File: config.mk
export PLATFORM = sky130hd
export DESIGN_NAME = sts_ctrl
export DESIGN_NICKNAME = d
export VERILOG_FILES = /design/src/rtl/sorted_table_binary_search_defines.svh /design/src/rtl/sts_pkg.sv /design/src/rtl/sts_ctrl.sv
export SDC_FILE = /design/constraint.sdc
export NUM_CORES = 1
export LEC_CHECK = 0
export BUFFER_PORTS_ARGS = -buffer_cell sky130_fd_sc_hd__buf_2
export CORE_AREA = 2 2 39 41
export CTS_CLUSTER_SIZE = 40
export DETAILED_ROUTE_END_ITERATION = 10
export DIE_AREA = 0 0 41 43
export PLACE_DENSITY = 0.3
export SLEW_MARGIN = 30
export SYNTH_ARGS = -nofsm -noshare
export SYNTH_HDL_FRONTEND = slang
export SYNTH_SLANG_ARGS = --single-unit
File: constraint.sdc
create_clock -name clk -period 0.96 [get_ports clk]
set_input_delay 0.192 -clock clk [delete_from_list [all_inputs] [get_ports clk]]
set_output_delay 0.192 -clock clk [all_outputs]
set_load 0.03 [all_outputs]
File: src/rtl/sorted_table_binary_search_defines.svh
// Assertion macros shared by the sorted table search RTL
`ifndef SORTED_TABLE_BINARY_SEARCH_DEFINES_SVH
`define SORTED_TABLE_BINARY_SEARCH_DEFINES_SVH

// Same-cycle implication, sampled on clk, off while rst_n is low
`define STS_ASSERT_IMPLY(lbl, ante, cons, msg) \
    lbl: assert property (@(posedge clk) disable iff (!rst_n) (ante) |-> (cons)) \
        else $error(msg);

// Next-cycle implication, sampled on clk, off while rst_n is low
`define STS_ASSERT_NEXT(lbl, ante, cons, msg) \
    lbl: assert property (@(posedge clk) disable iff (!rst_n) (ante) |=> (cons)) \
        else $error(msg);

`endif

File: src/rtl/sts_pkg.sv
// Package: types and constants for the sorted table search block
`timescale 1ns / 1ps

package sts_pkg;

    localparam int DEF_TABLE_DEPTH = 1024;
    localparam int DEF_VALUE_WIDTH = 16;

    localparam logic MODE_WRITE  = 1'b0;
    localparam logic MODE_SEARCH = 1'b1;

    typedef enum logic [1:0] {
        ST_IDLE,
        ST_PROBE,
        ST_CMP,
        ST_RESULT
    } sts_state_t;

    // controller -> datapath
    typedef struct packed {
        logic load;      // capture target, open range
        logic wr_en;     // store one table word
        logic issue;     // read table at midpoint
        logic step;      // narrow range after compare
        logic set_hit;   // record hit at midpoint
        logic set_miss;  // record miss
        logic post;      // move result into output register
    } sts_cmd_t;

    // datapath -> controller
    typedef struct packed {
        logic empty;     // search range is empty
        logic hit;       // probed word equals target
        logic out_free;  // output register can take a word
    } sts_stat_t;

endpackage

File: src/rtl/sts_ctrl.sv
// Controller: search sequencer state machine
`timescale 1ns / 1ps

module sts_ctrl
    import sts_pkg::*;
(
    input  logic      clk,
    input  logic      rst_n,
    input  logic      in_valid,
    input  logic      mode,
    output logic      in_ready,
    input  sts_stat_t stat,
    output sts_cmd_t  cmd
);

    sts_state_t state_reg;
    sts_state_t state_next;
    logic       accept;

    assign accept = in_valid && (state_reg == ST_IDLE);

    always_ff @(posedge clk or negedge rst_n)
    begin
        if (!rst_n)
        begin
            state_reg <= ST_IDLE;
        end
        else
        begin
            state_reg <= state_next;
        end
    end

    always_comb
    begin
        state_next = state_reg;
        unique case (state_reg)
            ST_IDLE:
            begin
                if (accept && (mode == MODE_SEARCH))
                begin
                    state_next = ST_PROBE;
                end
            end
            ST_PROBE:
            begin
                state_next = stat.empty ? ST_RESULT : ST_CMP;
            end
            ST_CMP:
            begin
                state_next = stat.hit ? ST_RESULT : ST_PROBE;
            end
            ST_RESULT:
            begin
                if (stat.out_free)
                begin
                    state_next = ST_IDLE;
                end
            end
            default:
            begin
                state_next = ST_IDLE;
            end
        endcase
    end

    always_comb
    begin
        cmd      = '0;
        in_ready = 1'b0;
        unique case (state_reg)
            ST_IDLE:
            begin
                in_ready  = 1'b1;
                cmd.load  = accept && (mode == MODE_SEARCH);
                cmd.wr_en = accept && (mode == MODE_WRITE);
            end
            ST_PROBE:
            begin
                cmd.set_miss = stat.empty;
                cmd.issue    = !stat.empty;
            end
            ST_CMP:
            begin
                cmd.set_hit = stat.hit;
                cmd.step    = !stat.hit;
            end
            ST_RESULT:
            begin
                cmd.post = stat.out_free;
            end
            default:
            begin
                cmd = '0;
            end
        endcase
    end

endmodule

Word level (Yosys, flattened, before mapping). Index checks and enable logic that the tools add are counted.

Flip-flop bits (word level): 2. Latch bits: 0. Bits in writable memories: 0. ROM bits: 0. Input port bits: 7. Output and inout bits: 8. Logic and storage cells: 25. Memories kept: 0.

Add/subtract/negate cells: 0. Multiply operators: 0. Divide/modulo/power cells: 0. Magnitude comparators: 0. Equal/unequal tests: 5. Shift-type cells: 0. Multiplexer cells: 11. Bitwise operators: 1. Reductions and logical operators: 7.

Operator list (number): 2-bit 2-to-1 mux (5); 2-bit one-hot mux with 4 select lines (1); 1-bit 2-to-1 mux (5); 2-bit == test (second input constant) (2); 1-bit logical AND (3); 2-bit by 1-bit == test with 1-bit output (second input constant) (1); 1-bit logical NOT (2); 2-bit logical NOT (1); 2-bit by 1-bit != test with 1-bit output (second input constant) (1); 2-bit != test (second input constant) (1); 2-bit AND reduction (1); 1-bit inverter (1).

Depth between registers and ports, before layout.
Depth after elaboration: 5. Mapped depth: 3. Gate-level depth less buffers: 2.

Worst setup path after synthesis. No wires, ideal clock.

Kind: flip-flop to output port. Start: reg state_reg[0]. End: out cmd[6] (netlist bit). Arrival time: 1.339 ns. Path slack: -0.571 ns. Stages on the path, launching flop included: 4. Path buffers: 1. Cells stage by stage: dfrtp_1 > buf_2 > nor2_1 > and3_1.

RTL lines: start, declared (RTL line sts_ctrl.sv:16) `sts_state_t state_reg;`; start signal, assigned (RTL line sts_ctrl.sv:30) `state_reg <= state_next;`; end, declared (RTL line sts_ctrl.sv:13) `output sts_cmd_t cmd`.

==> flow_summary.toml <==
[run_status]
status = "finished, violations left"
violations = "negative setup slack"

[clock_tree]
clockRootBuffer = "clkbuf_4"
clkTransAtPathRegs_ns = 0.04
cts_tree = "done"
cts_made_buffers = 3
htreeDepth = 1
clk_latency_ns = 0.23
cts.sinks = 2
clockBufferDepth = 2

[power_and_ir_drop]
design_power_total_uw = 1450
ir_drop_v = 0.000931
power.density_nw_per_um2 = 3140
power.leakage_uw = 0.000207

[sta]
fmax_ghz = 0.741
skew_ns = 0.00964
finalCritPeriodShare = 1.41
rsz0062_at_grt = "true"
fin_ws_ns = -0.390
setup_viol = 10
slew_viol_final = 0
min_period_ns = 1.35
tightest_slew_ns = 0.210
final-hold-violation-count = 0
timing.slew.headroom = 0.859

[yosys]
synth_nets = 23
ys_ff_latch = 2
synth_top_area_frac = 0.328
seq_area_frac_synth = 0.328
ys_top_cells_by_count = "3 x a21oi_1, 2 x and3b_2, 2 x dfrtp_1, 2 x nor2_1, 2 x nor3b_1"
netlist_area_um2 = 153
syn_avg_cell_area_um2 = 9.54
yosys-top-cells-area = "dfrtp_1 33%, and3b_2 13%, a21oi_1 9.8%, nor3b_1 9.8%, nor4b_2 9.8%"
yosysTopAreaCell = "dfrtp_1"
yosysMostFrequentCell = "a21oi_1"
synth_cells = 16
async_flop_share = 1.00
synth_edf_count = 0
synth.distinct_cells = 10
ys.flop_type = "dfrtp_1"
ys_warn_count = 0

[routing]
post_drt_wl_per_cell_um = 10.6
via_count = 226
first_pass_iters = 2
via_per_inst = 3.90
drc = 0
drt_iter0_drc = 2
detail-route-antenna-nets = 0
wirelength_um = 617

[floorplanning]
start_util = 0.110
io_pins = 15
fp-row-count = 14
fp.dieH_um = 43
core_um2 = 1380
die_width_um = 41
die-area_um2 = 1760

[placed_design]
place_hpwl_um = 364
portBuffers = 14
place.gp.congestion = 0.582
dp_slack_ns = -0.284
post_dp_cell_area_um2 = 292

[grt]
grt_usage = 0.0871
grt_max_degree = 7
grt_pass1_vias = 249
grtUsageMet2 = 0.128
gr-max-usage-layer = "met2"
grt_overflow = 0
grt_pass1_wl_um = 1010
met1_usage = 0.0955
antenna_found_initial = 0
gr-usage-met3 = 0.0366

[critical_path]
critical_path_arrival_ns = 1.16
start_kind = "flop"
worst-setup-path-type = "reg2out"
critPathMaxFanout = 6
cp_data_required_time_ns = 0.77
crit_path_end_kind = "primary output"

[finish]
syn_to_final_growth_pct = 202
largest_register_ffs = 2
antennaDiodeCount = 0
fill_cells = 154
stdcell_area_um2 = 460
drive_gt1_frac = 0.929
final_core_utilization = 0.333
final_nets = 50

[hold_path]
hold_class = "in2reg"

[job]
max_cap_violations = 0
[cell usage in the layout, fill, tap and decap left out, types with 2 or more instances in the layout]
cell type / synthesis / final
and3b_2: 2 / 2
buf_4: 0 / 4
buf_6: 0 / 12
buf_2: 1 / 6
dfrtp_2: 0 / 2
a21oi_2: 0 / 2
clkbuf_4: 0 / 3
and3_4: 1 / 2
[per-layer routing]
| metal | vias up | wire [um] |
|---|---|---|
| li1 | 110 | - |
| met1 | 108 | 241 |
| met2 | 8 | 342 |
| met3 | 0 | 33 |
| met4 | 0 | 0 |
| met5 | - | 0 |
[through the flow]
stage / cells / setup TNS (ns) / hold slack, ns
floorplan: 16 / -0.723 / -0.104
global placement: 47 / -2.19 / -0.0223
detailed placement: 47 / -2.25 / -0.0214
CTS: 58 / -3.01 / 0.252
global route: 58 / -3.38 / 0.270
finish: 58 / -2.89 / 0.259
[cell type report]
type                            instances  area [um^2]  area share
Timing Repair Buffer                   23          205       0.446
Multi-Input combinational cell         13          156       0.340
Sequential cell                         2         52.6       0.114
Clock buffer                            4         26.3      0.0571
Tap cell                               16         20.0      0.0435
[cell families (layout without fill, tap and decap cells)]
kind of cell           count (synthesis)  count (layout)  synth area share
AO/OA/AOI/OAI                          3               3            0.0983
buffers and inverters                  1              27            0.0328
flip-flops                             2               2             0.328
AND/OR/NAND/NOR                       10              10             0.541
[timing repair]
item / 4_1_cts / 5_1_grt
hold endpoints to repair: 2 / 0
pin swaps: 3 / 1
resized for setup: 27 / 4
endpoints found under the setup margin: 10 / 10
buffers inserted: 6 / 1
hold buffers: 1 / 0
[power breakdown]
group / internal [uW] / switching, uW / leakage, uW / total, uW
sequential: 136 / 122 / 0.0000205 / 258
clock: 155 / 57.2 / 0.0000150 / 212
combinational: 553 / 423 / 0.000171 / 976
total: 843 / 602 / 0.000207 / 1450
[critical path, cell delays in order (launching register included)]
cell     delay (ns)
dfrtp_2        0.46
buf_6          0.14
nor3b_2        0.14
buf_4          0.18
[path summary, 6_finish.rpt]
path                            slack [ns]      endpoint  cells past startpoint    startpoint
worst max-delay path                 -0.39        cmd[4]                      3  state_reg[1]
worst min-delay path                  0.26  state_reg[0]                      3      in_valid
worst max register to register       -0.10  state_reg[0]                      4  state_reg[1]
worst min register to register        0.79  state_reg[0]                      3  state_reg[0]
max in group asynchronous             0.57  state_reg[0]                      2         rst_n
min in group asynchronous             0.27  state_reg[1]                      2         rst_n
No activity file was read; power rests on OpenSTA's default activity.
